### src/sv/deq_pkg.sv
// Shared types, sizes and ring-index helpers for the double-ended queue.
// No dependencies; deq_ctrl and double_ended_queue_unit import this package.
package deq_pkg;

    localparam int DEPTH      = 16;
    localparam int DATA_WIDTH = 32;
    localparam int ADDR_W     = (DEPTH > 1) ? $clog2(DEPTH) : 1;
    localparam int CNT_W      = $clog2(DEPTH + 1);

    localparam logic [ADDR_W-1:0] LAST_SLOT  = ADDR_W'(DEPTH - 1);
    localparam logic [ADDR_W:0]   DEPTH_WIDE = (ADDR_W + 1)'(DEPTH);
    localparam logic [CNT_W-1:0]  FULL_COUNT = CNT_W'(DEPTH);

    typedef enum logic [2:0] {
        CMD_PUSH_FRONT = 3'd0,
        CMD_PUSH_BACK  = 3'd1,
        CMD_POP_FRONT  = 3'd2,
        CMD_POP_BACK   = 3'd3,
        CMD_CLEAR      = 3'd4
    } t_cmd;

    // Memory access request for one command, plus write-to-read forward hits
    typedef struct packed {
        logic              wr_en;
        logic [ADDR_W-1:0] wr_addr;
        logic [ADDR_W-1:0] rd_front_addr;
        logic [ADDR_W-1:0] rd_back_addr;
        logic              fwd_front;
        logic              fwd_back;
    } t_deq_op;

    // Registered status of the last transfer
    typedef struct packed {
        logic [CNT_W-1:0] total;
        logic             empty;
        logic             full;
        logic             rejected;
    } t_deq_stat;

    function automatic logic [ADDR_W-1:0] slot_inc(input logic [ADDR_W-1:0] a);
        return (a == LAST_SLOT) ? '0 : a + 1'b1;
    endfunction

    function automatic logic [ADDR_W-1:0] slot_dec(input logic [ADDR_W-1:0] a);
        return (a == '0) ? LAST_SLOT : a - 1'b1;
    endfunction

    // Sum of two slot positions, wrapped once into the ring
    function automatic logic [ADDR_W-1:0] slot_add(input logic [ADDR_W-1:0] a,
                                                   input logic [ADDR_W-1:0] b);
        logic [ADDR_W:0] sum;
        sum = {1'b0, a} + {1'b0, b};
        if (sum >= DEPTH_WIDE) begin
            sum = sum - DEPTH_WIDE;
        end
        return sum[ADDR_W-1:0];
    endfunction

endpackage

### src/sv/deq_ram.sv
// Generic simple-dual-read RAM: one write port, two registered read ports.
// No dependencies.
module deq_ram #(
    parameter int DEPTH = 16,
    parameter int WIDTH = 32
) (
    input  logic                                   i_clk,
    input  logic                                   i_wr_en,
    input  logic [((DEPTH > 1) ? $clog2(DEPTH) : 1)-1:0] i_wr_addr,
    input  logic [WIDTH-1:0]                       i_wr_data,
    input  logic                                   i_rd_en,
    input  logic [((DEPTH > 1) ? $clog2(DEPTH) : 1)-1:0] i_rd_addr_a,
    input  logic [((DEPTH > 1) ? $clog2(DEPTH) : 1)-1:0] i_rd_addr_b,
    output logic [WIDTH-1:0]                       o_rd_data_a,
    output logic [WIDTH-1:0]                       o_rd_data_b
);

    logic [WIDTH-1:0] r_mem [DEPTH];
    logic [WIDTH-1:0] r_rd_data_a;
    logic [WIDTH-1:0] r_rd_data_b;

    // Write port
    always_ff @(posedge i_clk) begin
        if (i_wr_en) begin
            r_mem[i_wr_addr] <= i_wr_data;
        end
    end

    // Read ports, old data on a same-address write
    always_ff @(posedge i_clk) begin
        if (i_rd_en) begin
            r_rd_data_a <= r_mem[i_rd_addr_a];
            r_rd_data_b <= r_mem[i_rd_addr_b];
        end
    end

    assign o_rd_data_a = r_rd_data_a;
    assign o_rd_data_b = r_rd_data_b;

endmodule

### src/sv/deq_ctrl.sv
// Pointer and count control: decodes commands, updates the front index and count.
// Depends on deq_pkg.
module deq_ctrl (
    input  logic             i_clk,
    input  logic             i_rst_n,
    input  logic             i_accept,
    input  logic [2:0]       i_command,
    output deq_pkg::t_deq_op   o_op,
    output deq_pkg::t_deq_stat o_stat
);
    import deq_pkg::*;

    logic [ADDR_W-1:0] r_front;
    logic [CNT_W-1:0]  r_count;
    logic              r_rejected;
    logic [ADDR_W-1:0] n_front;
    logic [CNT_W-1:0]  n_count;
    logic              n_rejected;
    logic [CNT_W-1:0]  back_offset;
    logic              is_full;
    logic              is_empty;

    assign is_full  = (r_count == FULL_COUNT);
    assign is_empty = (r_count == '0);

    // Decode the command into new pointers and a slot write
    always_comb begin
        n_front       = r_front;
        n_count       = r_count;
        n_rejected    = 1'b0;
        o_op.wr_en    = 1'b0;
        o_op.wr_addr  = slot_dec(r_front);
        case (t_cmd'(i_command))
            CMD_PUSH_FRONT: begin
                if (is_full) begin
                    n_rejected = 1'b1;
                end else begin
                    n_front      = slot_dec(r_front);
                    n_count      = r_count + 1'b1;
                    o_op.wr_en   = 1'b1;
                    o_op.wr_addr = slot_dec(r_front);
                end
            end
            CMD_PUSH_BACK: begin
                if (is_full) begin
                    n_rejected = 1'b1;
                end else begin
                    n_count      = r_count + 1'b1;
                    o_op.wr_en   = 1'b1;
                    o_op.wr_addr = slot_add(r_front, r_count[ADDR_W-1:0]);
                end
            end
            CMD_POP_FRONT: begin
                if (is_empty) begin
                    n_rejected = 1'b1;
                end else begin
                    n_front = slot_inc(r_front);
                    n_count = r_count - 1'b1;
                end
            end
            CMD_POP_BACK: begin
                if (is_empty) begin
                    n_rejected = 1'b1;
                end else begin
                    n_count = r_count - 1'b1;
                end
            end
            CMD_CLEAR: begin
                n_front = '0;
                n_count = '0;
            end
            default: begin
                n_front = r_front;
            end
        endcase

        // Read both ends after the update; flag reads that hit the slot being written
        back_offset        = n_count - 1'b1;
        o_op.rd_front_addr = n_front;
        o_op.rd_back_addr  = slot_add(n_front, back_offset[ADDR_W-1:0]);
        o_op.fwd_front     = o_op.wr_en && (o_op.wr_addr == o_op.rd_front_addr);
        o_op.fwd_back      = o_op.wr_en && (o_op.wr_addr == o_op.rd_back_addr);
    end

    // Advance state on each input transfer
    always_ff @(posedge i_clk) begin
        if (!i_rst_n) begin
            r_front    <= '0;
            r_count    <= '0;
            r_rejected <= 1'b0;
        end else if (i_accept) begin
            r_front    <= n_front;
            r_count    <= n_count;
            r_rejected <= n_rejected;
        end
    end

    assign o_stat.total    = r_count;
    assign o_stat.empty    = is_empty;
    assign o_stat.full     = is_full;
    assign o_stat.rejected = r_rejected;

endmodule

### src/sv/double_ended_queue_unit.sv
// Bounded double-ended queue of 16 signed 32-bit words held in a ring RAM. At
// each command's input transfer the front index and count are updated, a push
// writes its slot, and both end slots are read in the same cycle, with the
// pushed word forwarded when it lands on an end. The result sits in an output
// register the next cycle; a new command is taken whenever that register is
// empty or is being drained, so throughput is one command per cycle when
// results are taken at once. Pops on empty and pushes on full are flagged as
// rejected and leave the queue unchanged. Slots need no clearing after reset.
// Depends on deq_pkg, deq_ctrl and deq_ram.
module double_ended_queue_unit (
    input  logic                                 i_clk,
    input  logic                                 i_rst_n,
    input  logic                                 i_valid,
    output logic                                 o_stall,
    input  logic [2:0]                           i_command,
    input  logic signed [deq_pkg::DATA_WIDTH-1:0] i_data_value,
    output logic                                 o_valid,
    input  logic                                 i_stall,
    output logic signed [deq_pkg::DATA_WIDTH-1:0] o_front_value,
    output logic signed [deq_pkg::DATA_WIDTH-1:0] o_back_value,
    output logic [deq_pkg::CNT_W-1:0]            o_entry_total,
    output logic                                 o_is_empty,
    output logic                                 o_is_full,
    output logic                                 o_rejected
);
    import deq_pkg::*;

    t_deq_op               op;
    t_deq_stat             stat;
    logic                  in_xfer;
    logic                  out_xfer;
    logic                  r_out_valid;
    logic                  r_fwd_front;
    logic                  r_fwd_back;
    logic [DATA_WIDTH-1:0] r_fwd_data;
    logic [DATA_WIDTH-1:0] rd_front;
    logic [DATA_WIDTH-1:0] rd_back;

    assign in_xfer  = i_valid && !o_stall;
    assign out_xfer = r_out_valid && !i_stall;
    assign o_stall  = r_out_valid && i_stall;

    deq_ctrl u_ctrl (
        .i_clk     (i_clk),
        .i_rst_n   (i_rst_n),
        .i_accept  (in_xfer),
        .i_command (i_command),
        .o_op      (op),
        .o_stat    (stat)
    );

    deq_ram #(
        .DEPTH (DEPTH),
        .WIDTH (DATA_WIDTH)
    ) u_ram (
        .i_clk       (i_clk),
        .i_wr_en     (in_xfer && op.wr_en),
        .i_wr_addr   (op.wr_addr),
        .i_wr_data   (i_data_value),
        .i_rd_en     (in_xfer),
        .i_rd_addr_a (op.rd_front_addr),
        .i_rd_addr_b (op.rd_back_addr),
        .o_rd_data_a (rd_front),
        .o_rd_data_b (rd_back)
    );

    // Capture forward hits alongside the RAM read
    always_ff @(posedge i_clk) begin
        if (in_xfer) begin
            r_fwd_front <= op.fwd_front;
            r_fwd_back  <= op.fwd_back;
            r_fwd_data  <= i_data_value;
        end
    end

    // Hold the result until the downstream transfer
    always_ff @(posedge i_clk) begin
        if (!i_rst_n) begin
            r_out_valid <= 1'b0;
        end else if (in_xfer) begin
            r_out_valid <= 1'b1;
        end else if (out_xfer) begin
            r_out_valid <= 1'b0;
        end
    end

    // Select ends; an empty queue reports zero words
    assign o_valid       = r_out_valid;
    assign o_front_value = stat.empty ? '0 : (r_fwd_front ? r_fwd_data : rd_front);
    assign o_back_value  = stat.empty ? '0 : (r_fwd_back ? r_fwd_data : rd_back);
    assign o_entry_total = stat.total;
    assign o_is_empty    = stat.empty;
    assign o_is_full     = stat.full;
    assign o_rejected    = stat.rejected;

    a_result_follows: assert property (@(posedge i_clk) disable iff (!i_rst_n)
        in_xfer |=> o_valid)
        else $error("no result after input transfer");

    a_count_bound: assert property (@(posedge i_clk) disable iff (!i_rst_n)
        o_entry_total <= FULL_COUNT)
        else $error("entry count beyond depth");

    a_single_ends: assert property (@(posedge i_clk) disable iff (!i_rst_n)
        (o_valid && o_entry_total == CNT_W'(1)) |-> (o_front_value == o_back_value))
        else $error("front and back differ with one entry");

    a_reject_keeps: assert property (@(posedge i_clk) disable iff (!i_rst_n)
        in_xfer |=> (!o_rejected || o_entry_total == $past(o_entry_total)))
        else $error("rejected command changed the count");

endmodule
### config.mk
export PLATFORM = sky130hd
export DESIGN_NAME = double_ended_queue_unit
export DESIGN_NICKNAME = d
export VERILOG_FILES = /design/src/sv/deq_pkg.sv /design/src/sv/deq_ram.sv /design/src/sv/deq_ctrl.sv /design/src/sv/double_ended_queue_unit.sv
export SDC_FILE = /design/constraint.sdc
export NUM_CORES = 1
export LEC_CHECK = 0
export ABC_AREA = 1
export BUFFER_PORTS_ARGS = -buffer_cell sky130_fd_sc_hd__buf_2
export CORE_UTILIZATION = 30
export DETAILED_ROUTE_END_ITERATION = 12
export HOLD_SLACK_MARGIN = 0.02
export PLACE_DENSITY_LB_ADDON = 0.12
export SYNTH_ARGS = -nofsm -noshare
export SYNTH_HDL_FRONTEND = slang
export SYNTH_SLANG_ARGS = --single-unit
export TNS_END_PERCENT = 30
### constraint.sdc
create_clock -name i_clk -period 4.3 [get_ports i_clk]
set_input_delay 0.215 -clock i_clk [delete_from_list [all_inputs] [get_ports i_clk]]
set_output_delay 0.215 -clock i_clk [all_outputs]
set_load 0.03 [all_outputs]
* Yosys cells after proc, flatten, opt, wreduce, memory -nomap -nowiden *
Memories as Yosys holds them, arrays and structs flattened. A register that Yosys moved wholly into a read port is not among the register bits.
Index checks and enable logic that the tools add are counted.

operators by class
  $add $sub $neg = 9
  magnitude comparators = 2
  equal/unequal tests = 8
  muxes and demuxes = 24
  reduce and logical (&&, ||, !) cells = 14

operator list
  cell                 count
  $mux 32              4
  $mux 4               6
  $mux 5               4
  $sub 4x1->4 const B  4
  $pmux 5 s3           1
  $pmux 4 s3           1
  $add 4x4->5          2
  $ge 5x5->1 const B   2
  $pmux 5 s2           1
  $eq 4x4->1           2
  $eq 3x2->1 const B   2
  $logic_and 1x1->1    6
  $mux 1               6
  $add 5x1->5 const B  1
  $eq 5x5->1 const B   1
  $logic_not 5->1      1
  $sub 5x1->5 const B  1
  $add 4x1->4 const B  1
  $eq 4x4->1 const B   1
  $logic_not 4->1      1
  $reduce_or 2->1      2
  $eq 3x1->1 const B   1
  $eq 3x3->1 const B   1
  $logic_not 3->1      1
  3 further kinds      4

storage, ports and cells
  register bits = 45
  RAM bits = 512
  input port bits = 39
  output and inout port bits = 74
  word-level logic and storage cells = 65
  memories kept = 1

memories
  name         depth  bits a word  read ports  clocked after memory_dff  write ports  RTL line       source
  u_ram.r_mem  16     32           2           2                         1            deq_ram.sv:18  logic [WIDTH-1:0] r_mem [DEPTH];

* Logic depth before layout (Yosys ltp) *
Gate-level depths: netlist of the first run.

  word-level depth = 9
  gate-level depth with buffers = 24
  gate-level depth less buffers = 23

* Hierarchy *
Synthesis of the first run repeated with hierarchy kept, for this count alone.

second synthesis, totals
  cell total of the unflattened synthesis = 3928
  area total of the unflattened synthesis = 33360.7 µm²

modules (own cells, without submodules)
  module                   instances  cells each  area each (µm²)
  deq_ram                  1          3317        29311.9
  double_ended_queue_unit  1          352         2362.3
  deq_ctrl                 1          259         1686.6

* Worst setup path after synthesis of the first run *
Ideal clock, no wire load.

  kind = flip-flop to flip-flop
  start = register r_out_valid (netlist: o_valid)
  end = register u_ctrl.r_count[0]
  setup time = 0.076 ns
  arrival = 4.267 ns
  data required time = 4.224 ns
  slack = -0.043 ns
  cell stages (with the launch flop) = 7
  buffers on the path = 1
  cell sequence = dfxtp_1 nand2_1 inv_1 nor2_1 clkbuf_1 o21ai_0 a21oi_1

between the ends
  longest elaborated chain between the ends = 3

RTL lines
  what                    RTL line                       source
  from (decl)             double_ended_queue_unit.sv:32  logic r_out_valid;
  from (signal assigned)  double_ended_queue_unit.sv:79  r_out_valid <= 1'b0;
  from (signal assigned)  double_ended_queue_unit.sv:81  r_out_valid <= 1'b1;
  from (signal assigned)  double_ended_queue_unit.sv:83  r_out_valid <= 1'b0;
  $logic_and 1x1->1       double_ended_queue_unit.sv:41  assign o_stall = r_out_valid && i_stall;
  named net o_stall       double_ended_queue_unit.sv:14  output logic o_stall,
  $logic_not 1->1         double_ended_queue_unit.sv:39  assign in_xfer = i_valid && !o_stall;
  $logic_and 1x1->1       double_ended_queue_unit.sv:39
  named net in_xfer       double_ended_queue_unit.sv:30  logic in_xfer;
  to (signal assigned)    deq_ctrl.sv:93                 r_count <= n_count;
  to (decl)               deq_ctrl.sv:14                 logic [CNT_W-1:0] r_count;

The timed path passes the listed nets, and every way through them passes these cells.
A chain may end at the register's enable or synchronous reset.

* Worst setup path after layout of the first run *
  start = register u_ctrl.r_count[0]
  end = register u_ram.r_rd_data_b[5] (netlist: u_ram.o_rd_data_b[5]) (read register of u_ram.r_mem), data pin

between the ends
  longest elaborated chain between the ends = 7
  elaborated cells on any way between the ends = 15
  classes of those cells = add/sub (5); order compare (1); eq/ne (1); mux (7); reduce/logical (1)

RTL lines
  what                                              RTL line                        source
  $sub 5x1->5 (tied with other cells)               deq_ctrl.sv:58, deq_ctrl.sv:65
  $mux 5, on equally long branches                  --
  $pmux 5 s3                                        deq_ctrl.sv:33                  case (t_cmd'(i_command))
  $sub 4x1->4                                       deq_ctrl.sv:78                  back_offset = n_count - 1'b1;
  $add 4x4->5 (*)                                   deq_pkg.sv:52                   sum = {1'b0, a} + {1'b0, b};
  $sub 4x1->4 / $ge 5x5->1 (equally long branches)  deq_pkg.sv:54, deq_pkg.sv:53
  $mux 4 (*)                                        deq_pkg.sv:53                   if (sum >= DEPTH_WIDE) begin
  to (decl)                                         deq_ram.sv:20                   logic [WIDTH-1:0] r_rd_data_b;

Mark *: on every way between the ends. The rest lies on a longest branch, timed or not.

==> Flow_metrics.wiki, run 1 <==
{| class="wikitable"
! Metric !! Value
|-
| Status || finished clean
|-
| Number of nets with antenna violations after routing || 0
|-
| Filler cell count || between 10,000 and 15,000
|-
| Post-detailed-placement half-perimeter wirelength || 59.72 mm
|-
| Root buffer selected by CTS || clkbuf_16
|-
| Leak Pwr || 14.78 nW
|-
| R2R depth || 19
|-
| WS Path Type || reg2reg
|-
| Area of the core || ~110,000 µm²
|-
| Per-cell routed wire length || 23.11 µm
|-
| Min-Delay Path Depth || 1
|-
| Final Net Count || 3,552
|-
| Overall via count from detail_route || 25,440
|-
| P per Cell Area || around 540 nW/µm²
|-
| Unrepaired setup endpoints after global routing || no
|-
| Post-CTS setup buffer count || 0
|-
| Utilization of the core after routing || 0.3493
|-
| CTS tree || yes
|-
| Number of buffers added on ports || between 100 and 150
|-
| All-Layer GR Usage || 0.2060
|-
| Post-Synthesis Cells || about 3,500
|-
| Initial Util || 0.3035
|-
| Crit path required time || 4680 ps
|-
| Detailed-router iteration count before antenna repair || 6
|-
| Arrival @ worst endpoint || around 4300 ps
|-
| End point of the most critical hold path || r_fwd_data[27]$_DFFE_PP_
|-
| Worst VDD drop || 0.5590 mV
|-
| Warnings from Yosys || 0
|-
| Clock buffers created by TritonCTS || 75
|-
| Total setup violations reported at the end of the flow || 0
|-
| Series of cell instances along the critical path || inv_1 -> ha_1 -> nand3_4 -> inv_2 -> nand2_1 -> nand2_1 -> nand2_1 -> nand2_1 -> inv_1 -> ha_1 -> inv_1 -> fa_4 -> inv_6 -> buf_12 -> a21oi_1 -> o21ai_0 -> o21ai_0 -> o21ai_0 -> o21ai_2
|-
| Portion of the clock cycle consumed by the worst path in the final layout || 0.9123
|-
| Ratio of cells with drive above 1 in the final layout || 0.1199
|-
| Sinks on the clock net || 621
|-
| Layout Skew || 22.57 ps
|-
| Most common cell after layout, fill and taps aside || edfxtp_1
|-
| Cell Rows || 120
|-
| Leading cell types in the layout, fill and taps excluded || edfxtp_1, nand3_1, nand2_1
|-
| Class of the tightest hold or removal check || in2reg
|-
| Via/cell ratio || 5.132
|-
| Start point of the worst min-delay path || i_data_value[27]
|-
| Residual DRC count || 0
|-
| Final slew viol count || 0
|-
| Longest Clk Path Bufs || 3
|-
| Number of resized instances in the post-cts repair step || 0
|-
| Post-route total power || 0.02038 W
|-
| Fin Setup TNS || 0 ps
|-
| Overall routed net length || around 110 mm
|-
| Worst slew margin relative to its limit || 0.03627
|-
| Antenna violations before repair || 7
|-
| Total non-filler cell area in the finished layout || approximately 38,000 µm²
|-
| Sum of buffers and inverters on the critical path || 6
|-
| Clock transition time at the flip-flop clock pins of the worst setup and hold paths || approximately 60 ps
|-
| Die boundary width || around 330 µm
|-
| Most repeated library cell on the critical path || nand2_1
|-
| Launching element type of the critical path || flip-flop
|-
| Final-report hold violation count || 0
|-
| Number of global-route vias before repair || 25,040
|-
| Placed instance area || 34,850 µm²
|-
| First-pass GRT wire length || 169.1 mm
|-
| Part of the Yosys area used for sequential elements || 0.5690
|-
| Critical R2R Launch || u_ctrl.r_count[0]$_SDFFE_PN0P_
|-
| I/O pins || 113
|-
| End of the worst register-to-register path || u_ram.o_rd_data_b[5]$_DFFE_PP_
|-
| Die Height || 331.5 µm
|-
| Total congestion overflow after global routing || 0
|-
| Maximum clock rate || 0.2549 GHz
|-
| Slowest library cell on the worst path || fa_4
|-
| Largest net degree at the start of global routing || 205
|-
| Count of distinct cell types in the synthesized netlist || 39
|-
| Number of max-capacitance violations reported || 0
|-
| Final RePlAce weighted congestion || roughly 0.81
|-
| Clock insertion delay at the later pin of the skew report || 630 ps
|-
| Slowest stage delay, CP || 690 ps
|-
| Shortest clock period the worst path allows after layout || 3923 ps
|-
| Count of state elements after synthesis || 621
|-
| Overall die area || 109,900 µm²
|-
| Post-synthesis to final-layout area growth || 15.11%
|-
| Critical Path End Type || flip-flop
|-
| Average cell area after synthesis || 9.424 µm²
|-
| Critical Path Fanout Max || 43
|-
| Family of cells with the greatest summed delay on the critical path || adder cells
|-
| DP Worst Slack || 324.4 ps
|-
| Synthesized net count || between 3,000 and 4,000
|-
| Tightest Pin Transition || about 1400 ps
|-
| Max H-tree Level || 3
|-
| Worst Slack Setup Final || 377.0 ps
|-
| Worst R2R Setup Slack || 380 ps
|-
| Post-synthesis cell area || ~33,000 µm²
|-
| First-iteration detailed-routing DRC count || approximately 1,900
|}
-- through the flow --
stage / cells / hold WS [ps]
4_1_cts: 4957 / 25.69
3_5_place_dp: 4791 / 482.0
3_3_place_gp: 4791 / 472.5
6_report: 4957 / 39.99
5_1_grt: 4956 / 41.26
2_1_floorplan: 3457 / 313.9
-- cells by family (layout without fill, tap and decap cells) --
group,after synthesis,after routing,synth area share
AND/OR/NAND/NOR,1379,1379,0.2038
buffers and inverters,721,817,0.09036
AO/OA/AOI/OAI,648,648,0.1062
flip-flops,621,621,0.5690
multiplexers,64,64,0.02212
adder cells (fa/ha/maj),14,14,0.005837
XOR/XNOR,10,10,0.002688
other,0,1,0
-- worst max-delay path by stage --
stage,endpoint,slack (ps),start,depth (start not counted)
floorplan,u_ram.o_rd_data_b[12]$_DFFE_PP_,230,u_ctrl.r_count[0]$_SDFFE_PN0P_,22
global placement,u_ram.o_rd_data_a[29]$_DFFE_PP_,300,u_ctrl.r_front[0]$_SDFFE_PN0P_,16
detailed placement,u_ram.o_rd_data_a[29]$_DFFE_PP_,320,u_ctrl.r_front[0]$_SDFFE_PN0P_,16
CTS,u_ram.o_rd_data_a[29]$_DFFE_PP_,290,u_ctrl.r_front[0]$_SDFFE_PN0P_,16
global route,u_ram.o_rd_data_b[29]$_DFFE_PP_,30,u_ctrl.r_count[0]$_SDFFE_PN0P_,19
finish,u_ram.o_rd_data_b[5]$_DFFE_PP_,380,u_ctrl.r_count[0]$_SDFFE_PN0P_,19
-- what timing repair did --
action,in CTS,in global routing
endpoints found under the hold margin,519,0
hold buffers,35,0
setup endpoints to repair,0,1
-- cells in the mapped netlist --
library cell	n	area [µm²]
nor2_1	98	367.9
inv_2	7	26.28
nor2_4	1	11.26
mux2_2	64	720.7
xor2_1	6	52.55
inv_1	457	1715
a21oi_1	205	1026
nand3_2	2	20.02
clkinv_1	2	7.510
nand3b_1	161	1209
xnor2_1	4	35.03
clkbuf_1	131	491.7
buf_1	23	86.33
o2111ai_1	1	8.760
nor3_1	1	5.000
dfxtp_1	11	220.2
buf_4	22	165.2
nand3_4	1	17.52
nand2_2	6	37.54
o21ai_0	363	1817
fa_1	2	40.04
o211ai_1	32	240.2
nand4_1	6	37.54
nor2_8	1	20.02
nor2_2	1	6.260
nand2_1	491	1843
o22ai_1	3	18.77
buf_2	69	345.3
ha_1	12	150.1
o21ai_2	32	280.3
nand3_1	608	3043
edfxtp_1	610	18320
buf_6	9	101.4
o2bb2ai_1	1	8.760
nand2_4	2	22.52
a31oi_1	2	12.51
clkbuf_2	1	5.000
o21bai_1	1	7.510
o21ai_1	8	40.04
-- per-layer routing --
metal / global-route usage / up-vias / wire length (µm)
met4: 0.05334 / 10 / 2637
met1: 0.2817 / 12560 / 52600
met2: 0.3421 / 688 / 53900
met3: 0.02695 / 166 / 5376
met5: 0 / - / 56
li1: - / 12020 / -
-- where the power goes --
part	total, W	switching (W)	internal, W
logic	0.00702	0.00485	0.00217
registers	0.00722	0.000142	0.00708
clock network	0.00614	0.00258	0.00356
total	0.0204	0.00757	0.0128
-- final cells by class --
| type | instances | area (µm²) | area share |
|---|---|---|---|
| sequential | 621 | 18540 | 0.4943 |
| multi-input combinational | 2115 | 11300 | 0.3014 |
| clock buffer | 92 | 2026 | 0.05402 |
| timing repair buffer | 220 | 1834 | 0.04891 |
| inverter | 466 | 1767 | 0.04711 |
| tap | 1403 | 1755 | 0.04681 |
| clock inverter | 39 | 276.5 | 0.007373 |
| antenna | 1 | 2.502 | 0.00006673 |
-- registers in the layout (all words and copies together), names as in the netlist --
name and cells:
u_ram.r_mem 512, u_ctrl.r_count 5, o_valid 1, r_fwd_front 1, r_fwd_data 32, u_ram.o_rd_data_b 32
r_fwd_back 1, u_ram.o_rd_data_a 32, u_ctrl.r_rejected 1, u_ctrl.r_front 4
No activity file was read; power rests on OpenSTA's default activity.
==> inputs of run 2 (changes only) <==
--- a/config.mk
+++ b/config.mk
@@ -7,11 +7,12 @@
 export LEC_CHECK = 0
 export ABC_AREA = 1
 export BUFFER_PORTS_ARGS = -buffer_cell sky130_fd_sc_hd__buf_2
-export CORE_UTILIZATION = 30
+export CORE_UTILIZATION = 57
 export DETAILED_ROUTE_END_ITERATION = 12
 export HOLD_SLACK_MARGIN = 0.02
 export PLACE_DENSITY_LB_ADDON = 0.12
 export SYNTH_ARGS = -nofsm -noshare
 export SYNTH_HDL_FRONTEND = slang
+export SYNTH_HIERARCHICAL = 1
 export SYNTH_SLANG_ARGS = --single-unit
 export TNS_END_PERCENT = 30
==> run 2 against run 1 <==
Compared with the run above:
- power shrank 7.1%
- combinational power shrank 17%
- clock-buffer cell count shrank 2
- wire length shrank 15%
- die area shrank 46%
- synthesized area grew 2.4%
- critical endpoint is now u_ram/o_rd_data_b[3]$_DFFE_PP_
- largest cell class unchanged
==> Flow_metrics.wiki, run 2 <==
{| class="wikitable"
! Metric !! Value
|-
| Area fraction in and, or, nand and nor cells after synthesis || 0.3105 (+0.1067)
|-
| Per-cell routed wire length || 20.24 µm (-12%)
|-
| Initial Util || 0.5771 (+0.2736)
|-
| Post-synthesis compound-gate area fraction || 0.008776 (-0.09741)
|-
| Sum of buffers and inverters on the critical path || 5 (-1)
|-
| Shortest clock period the worst path allows after layout || 3883 ps (-40.46 ps)
|-
| Synthesized net count || 3,979 (+13%)
|-
| Clock insertion delay at the later pin of the skew report || 620 ps (about the same)
|-
| Clock transition time at the flip-flop clock pins of the worst setup and hold paths || 60 ps (about the same)
|-
| Post-synth ARST share || 0 (unchanged)
|-
| Worst VDD drop || 0.3990 mV (-29%)
|-
| Fraction of met1 tracks used by global routing || 0.4469 (+0.1651)
|-
| Xor/xnor cell area share of the yosys netlist || 0.002888 (+0.0001996)
|-
| Tightest Pin Transition || 1054 ps (-391.5 ps)
|-
| Busiest layer in global routing || met2
|-
| Min-Delay Path Depth || 1 (unchanged)
|-
| Number of global-route vias before repair || 25,590 (+2.2%)
|-
| Via/cell ratio || 5.703 (+11%)
|-
| Utilization of the core after routing || 0.6380 (+0.2887)
|-
| Area share of the largest cell type after synthesis || 0.5491 (-0.01316)
|-
| Clock buffers created by TritonCTS || 69 (-8.0%)
|-
| Number of enable-type register cells in the synthesized netlist || 610 (unchanged)
|-
| Fin cells || 4,795 (-3.3%)
|-
| Area leader, netlist || edfxtp_1
|-
| Share of synthesized area spent on multiplexers || 0 (-0.02212)
|-
| Cell Rows || 88 (-27%)
|-
| Adder-cell share of the synthesized area || 0.004951 (-0.0008867)
|-
| Leak Pwr || 16.60 nW (+12%)
|-
| Final Net Count || 4,031 (+13%)
|-
| Total congestion overflow after global routing || 0 (unchanged)
|-
| Overall via count from detail_route || 27,350 (+7.5%)
|-
| Count of state elements after synthesis || 621 (unchanged)
|-
| Layout Skew || 20.77 ps (-1.802 ps)
|-
| Final slew viol count || 0 (unchanged)
|-
| Sinks on the clock net || 621 (unchanged)
|-
| R2R depth || 18 (-1)
|-
| Crit path required time || 4770 ps (+90 ps)
|-
| Post-synthesis to final-layout area growth || 10.55%
|-
| Antenna violations before repair || 0 (-7)
|-
| I/O pins || 113 (unchanged)
|-
| Max reg flops || 512 (unchanged)
|-
| Most common cell after layout, fill and taps aside || nand2_1
|-
| Portion of the clock cycle consumed by the worst path in the final layout || 0.9029 (-0.009408)
|-
| Slowest library cell on the worst path || fa_1
|-
| Max H-tree Level || 3 (unchanged)
|-
| Worst slew margin relative to its limit || 0.2973 (+0.2610)
|-
| GR met2 Demand/Resource || 0.5266 (+0.1845)
|-
| WS Path Type || reg2reg
|-
| Post-detailed-placement half-perimeter wirelength || 51.39 mm (-14%)
|-
| Final RePlAce weighted congestion || 0.8644 (+7.4%)
|-
| First-iteration detailed-routing DRC count || 3,241 (+72%)
|-
| Maximum clock rate || 0.2576 GHz (+1.0%)
|-
| Post-CTS setup buffer count || 0 (unchanged)
|-
| Class of the tightest hold or removal check || in2reg
|-
| # diodes || 0 (-1)
|-
| Top area cells in the synthesized netlist || edfxtp_1, nand2_1, nand3_1
|-
| CTS tree || yes
|-
| Post-synthesis cell area || 33,360 µm² (+2.4%)
|-
| Detailed-router iteration count before antenna repair || 6 (unchanged)
|-
| Overall routed net length || 97.04 mm (-15%)
|-
| Critical Path End Type || flip-flop
|-
| Most used flip-flop cell after synthesis || edfxtp_1
|-
| Family of cells with the greatest summed delay on the critical path || simple AND/OR/NAND/NOR gates
|-
| Number of nets with antenna violations after routing || 0 (unchanged)
|-
| Placed cell count || 4,642 (-3.1%)
|-
| Series of cell instances along the critical path || inv_1 -> ha_1 -> nand3_4 -> nand2_1 -> nand3_1 -> nand2_1 -> nor2_4 -> nand2_4 -> nand2_1 -> inv_1 -> fa_1 -> inv_4 -> inv_4 -> buf_4 -> nand3_1 -> nand3_1 -> nand3_1 -> nand2_1
|-
| Register name with the most flops || u_ram/r_mem
|-
| Total setup violations reported at the end of the flow || 0 (unchanged)
|-
| First-pass GRT wire length || 148.2 mm (-12%)
|-
| Unrepaired setup endpoints after global routing || no
|-
| Launching element type of the critical path || flip-flop
|-
| Arrival @ worst endpoint || 4360 ps (+60 ps)
|-
| Critical Path Fanout Max || 25 (-42%)
|-
| Root buffer selected by CTS || clkbuf_16
|-
| Status || finished clean
|-
| Average cell area after synthesis || 8.493 µm² (-9.9%)
|-
| Post-Synthesis Cells || 3,928 (+14%)
|-
| Fin Setup TNS || 0 ps (unchanged)
|-
| Slowest stage delay, CP || 640 ps (-50 ps)
|-
| Overall die area || 59,500 µm² (-46%)
|-
| Most common library cells after synthesis || nand2_1, nand3_1, edfxtp_1
|-
| Residual DRC count || 0 (unchanged)
|-
| Number of max-capacitance violations reported || 0 (unchanged)
|-
| Final-report hold violation count || 0 (unchanged)
|-
| Library cell with the highest instance count after synthesis || nand2_1
|-
| Count of distinct cell types in the synthesized netlist || 45 (+15%)
|-
| Ratio of cells with drive above 1 in the final layout || 0.09032 (-0.02958)
|-
| Largest net degree at the start of global routing || 131 (-36%)
|-
| All-Layer GR Usage || 0.3268 (+0.1208)
|-
| Number of buffers added on ports || 112 (unchanged)
|-
| Leading cell types in the layout, fill and taps excluded || nand2_1, nand3_1, edfxtp_1
|-
| Crit path depth || 18 (-1)
|-
| Area of the core || 57,810 µm² (-46%)
|-
| Met3 Usage GRT || 0.04847 (+0.02152)
|-
| P per Cell Area || 513.1 nW/µm² (-5.6%)
|-
| Warnings from Yosys || 6 (+6)
|-
| Die Height || 243.9 µm (-26%)
|-
| Die boundary width || 243.9 µm (-26%)
|-
| Largest family of logic cells by synthesized area || simple AND/OR/NAND/NOR gates
|-
| Part of the Yosys area used for sequential elements || 0.5557 (-0.01332)
|-
| Longest Clk Path Bufs || 3 (unchanged)
|}
run 2: cell types whose count changed after synthesis, sizes merged, moves of 135 or more:
| cell | before | now |
|---|---|---|
| o21ai | 403 | 18 |
| nand2 | 499 | 1296 |
| nand3b | 161 | 2 |
| inv | 464 | 599 |
| a21oi | 205 | 14 |
| nand3 | 611 | 927 |
run 2: per-stage QoR:
| stage | hold WS, ps | instance area (µm²) | worst slack, ps | power (W) |
|---|---|---|---|---|
| 4_1_cts | 23.84 | 36880 | 337.6 | 0.01887 |
| 2_1_floorplan | 313.9 | 33360 | 395.9 | 0.01128 |
| 5_1_grt | 31.88 | 36880 | 132.5 | 0.01965 |
| 3_5_place_dp | 468.9 | 34310 | 359.1 | 0.01297 |
| 6_report | 30.25 | 36880 | 417.4 | 0.01892 |
| 3_3_place_gp | 462.2 | 34310 | 457.8 | 0.01294 |
run 2: layout make-up:
type,count,area (µm²)
Sequential cell,621,18540
Timing Repair Buffer,221,1797
Inverter,600,2301
Tap cell,765,957.2
Multi-Input combinational cell,2467,11040
Fill cell,4906,20920
Clock buffer,90,1921
Clock inverter,31,324.1
run 2: timing repair:
item	4_1_cts	5_1_grt
resized for setup	0	2
endpoints found under the setup margin	0	1
hold buffers	32	0
endpoints found under the hold margin	454	0
run 2: cells by family after synthesis:
group | after synthesis
buffers and inverters | 840
AND/OR/NAND/NOR | 2400
AO/OA/AOI/OAI | 44
adder cells (fa/ha/maj) | 12
XOR/XNOR | 11
flip-flops | 621
run 2: final timing paths:
path | start | to | slack [ps]
max | u_ctrl/r_count[1]$_SDFFE_PN0P_ | u_ram/o_rd_data_b[3]$_DFFE_PP_ | 420
min | i_data_value[17] | u_ram/r_mem[1][17]$_DFFE_PP_ | 30
max reg2reg | u_ctrl/r_count[1]$_SDFFE_PN0P_ | u_ram/o_rd_data_b[3]$_DFFE_PP_ | 420
min reg2reg | u_ctrl/r_rejected$_SDFFE_PN0P_ | u_ctrl/r_rejected$_SDFFE_PN0P_ | 480
run 2: metal layers:
metal | wire length, µm | share of wire
met1 | 38600 | 0.40
met2 | 45010 | 0.46
met3 | 10040 | 0.10
met4 | 3383 | 0.035
met5 | 0 | 0
run 2: power by group:
| part | switching (W) | internal, W |
|---|---|---|
| registers | 0.000129 | 0.00705 |
| logic | 0.00411 | 0.00172 |
| clock network | 0.00237 | 0.00355 |
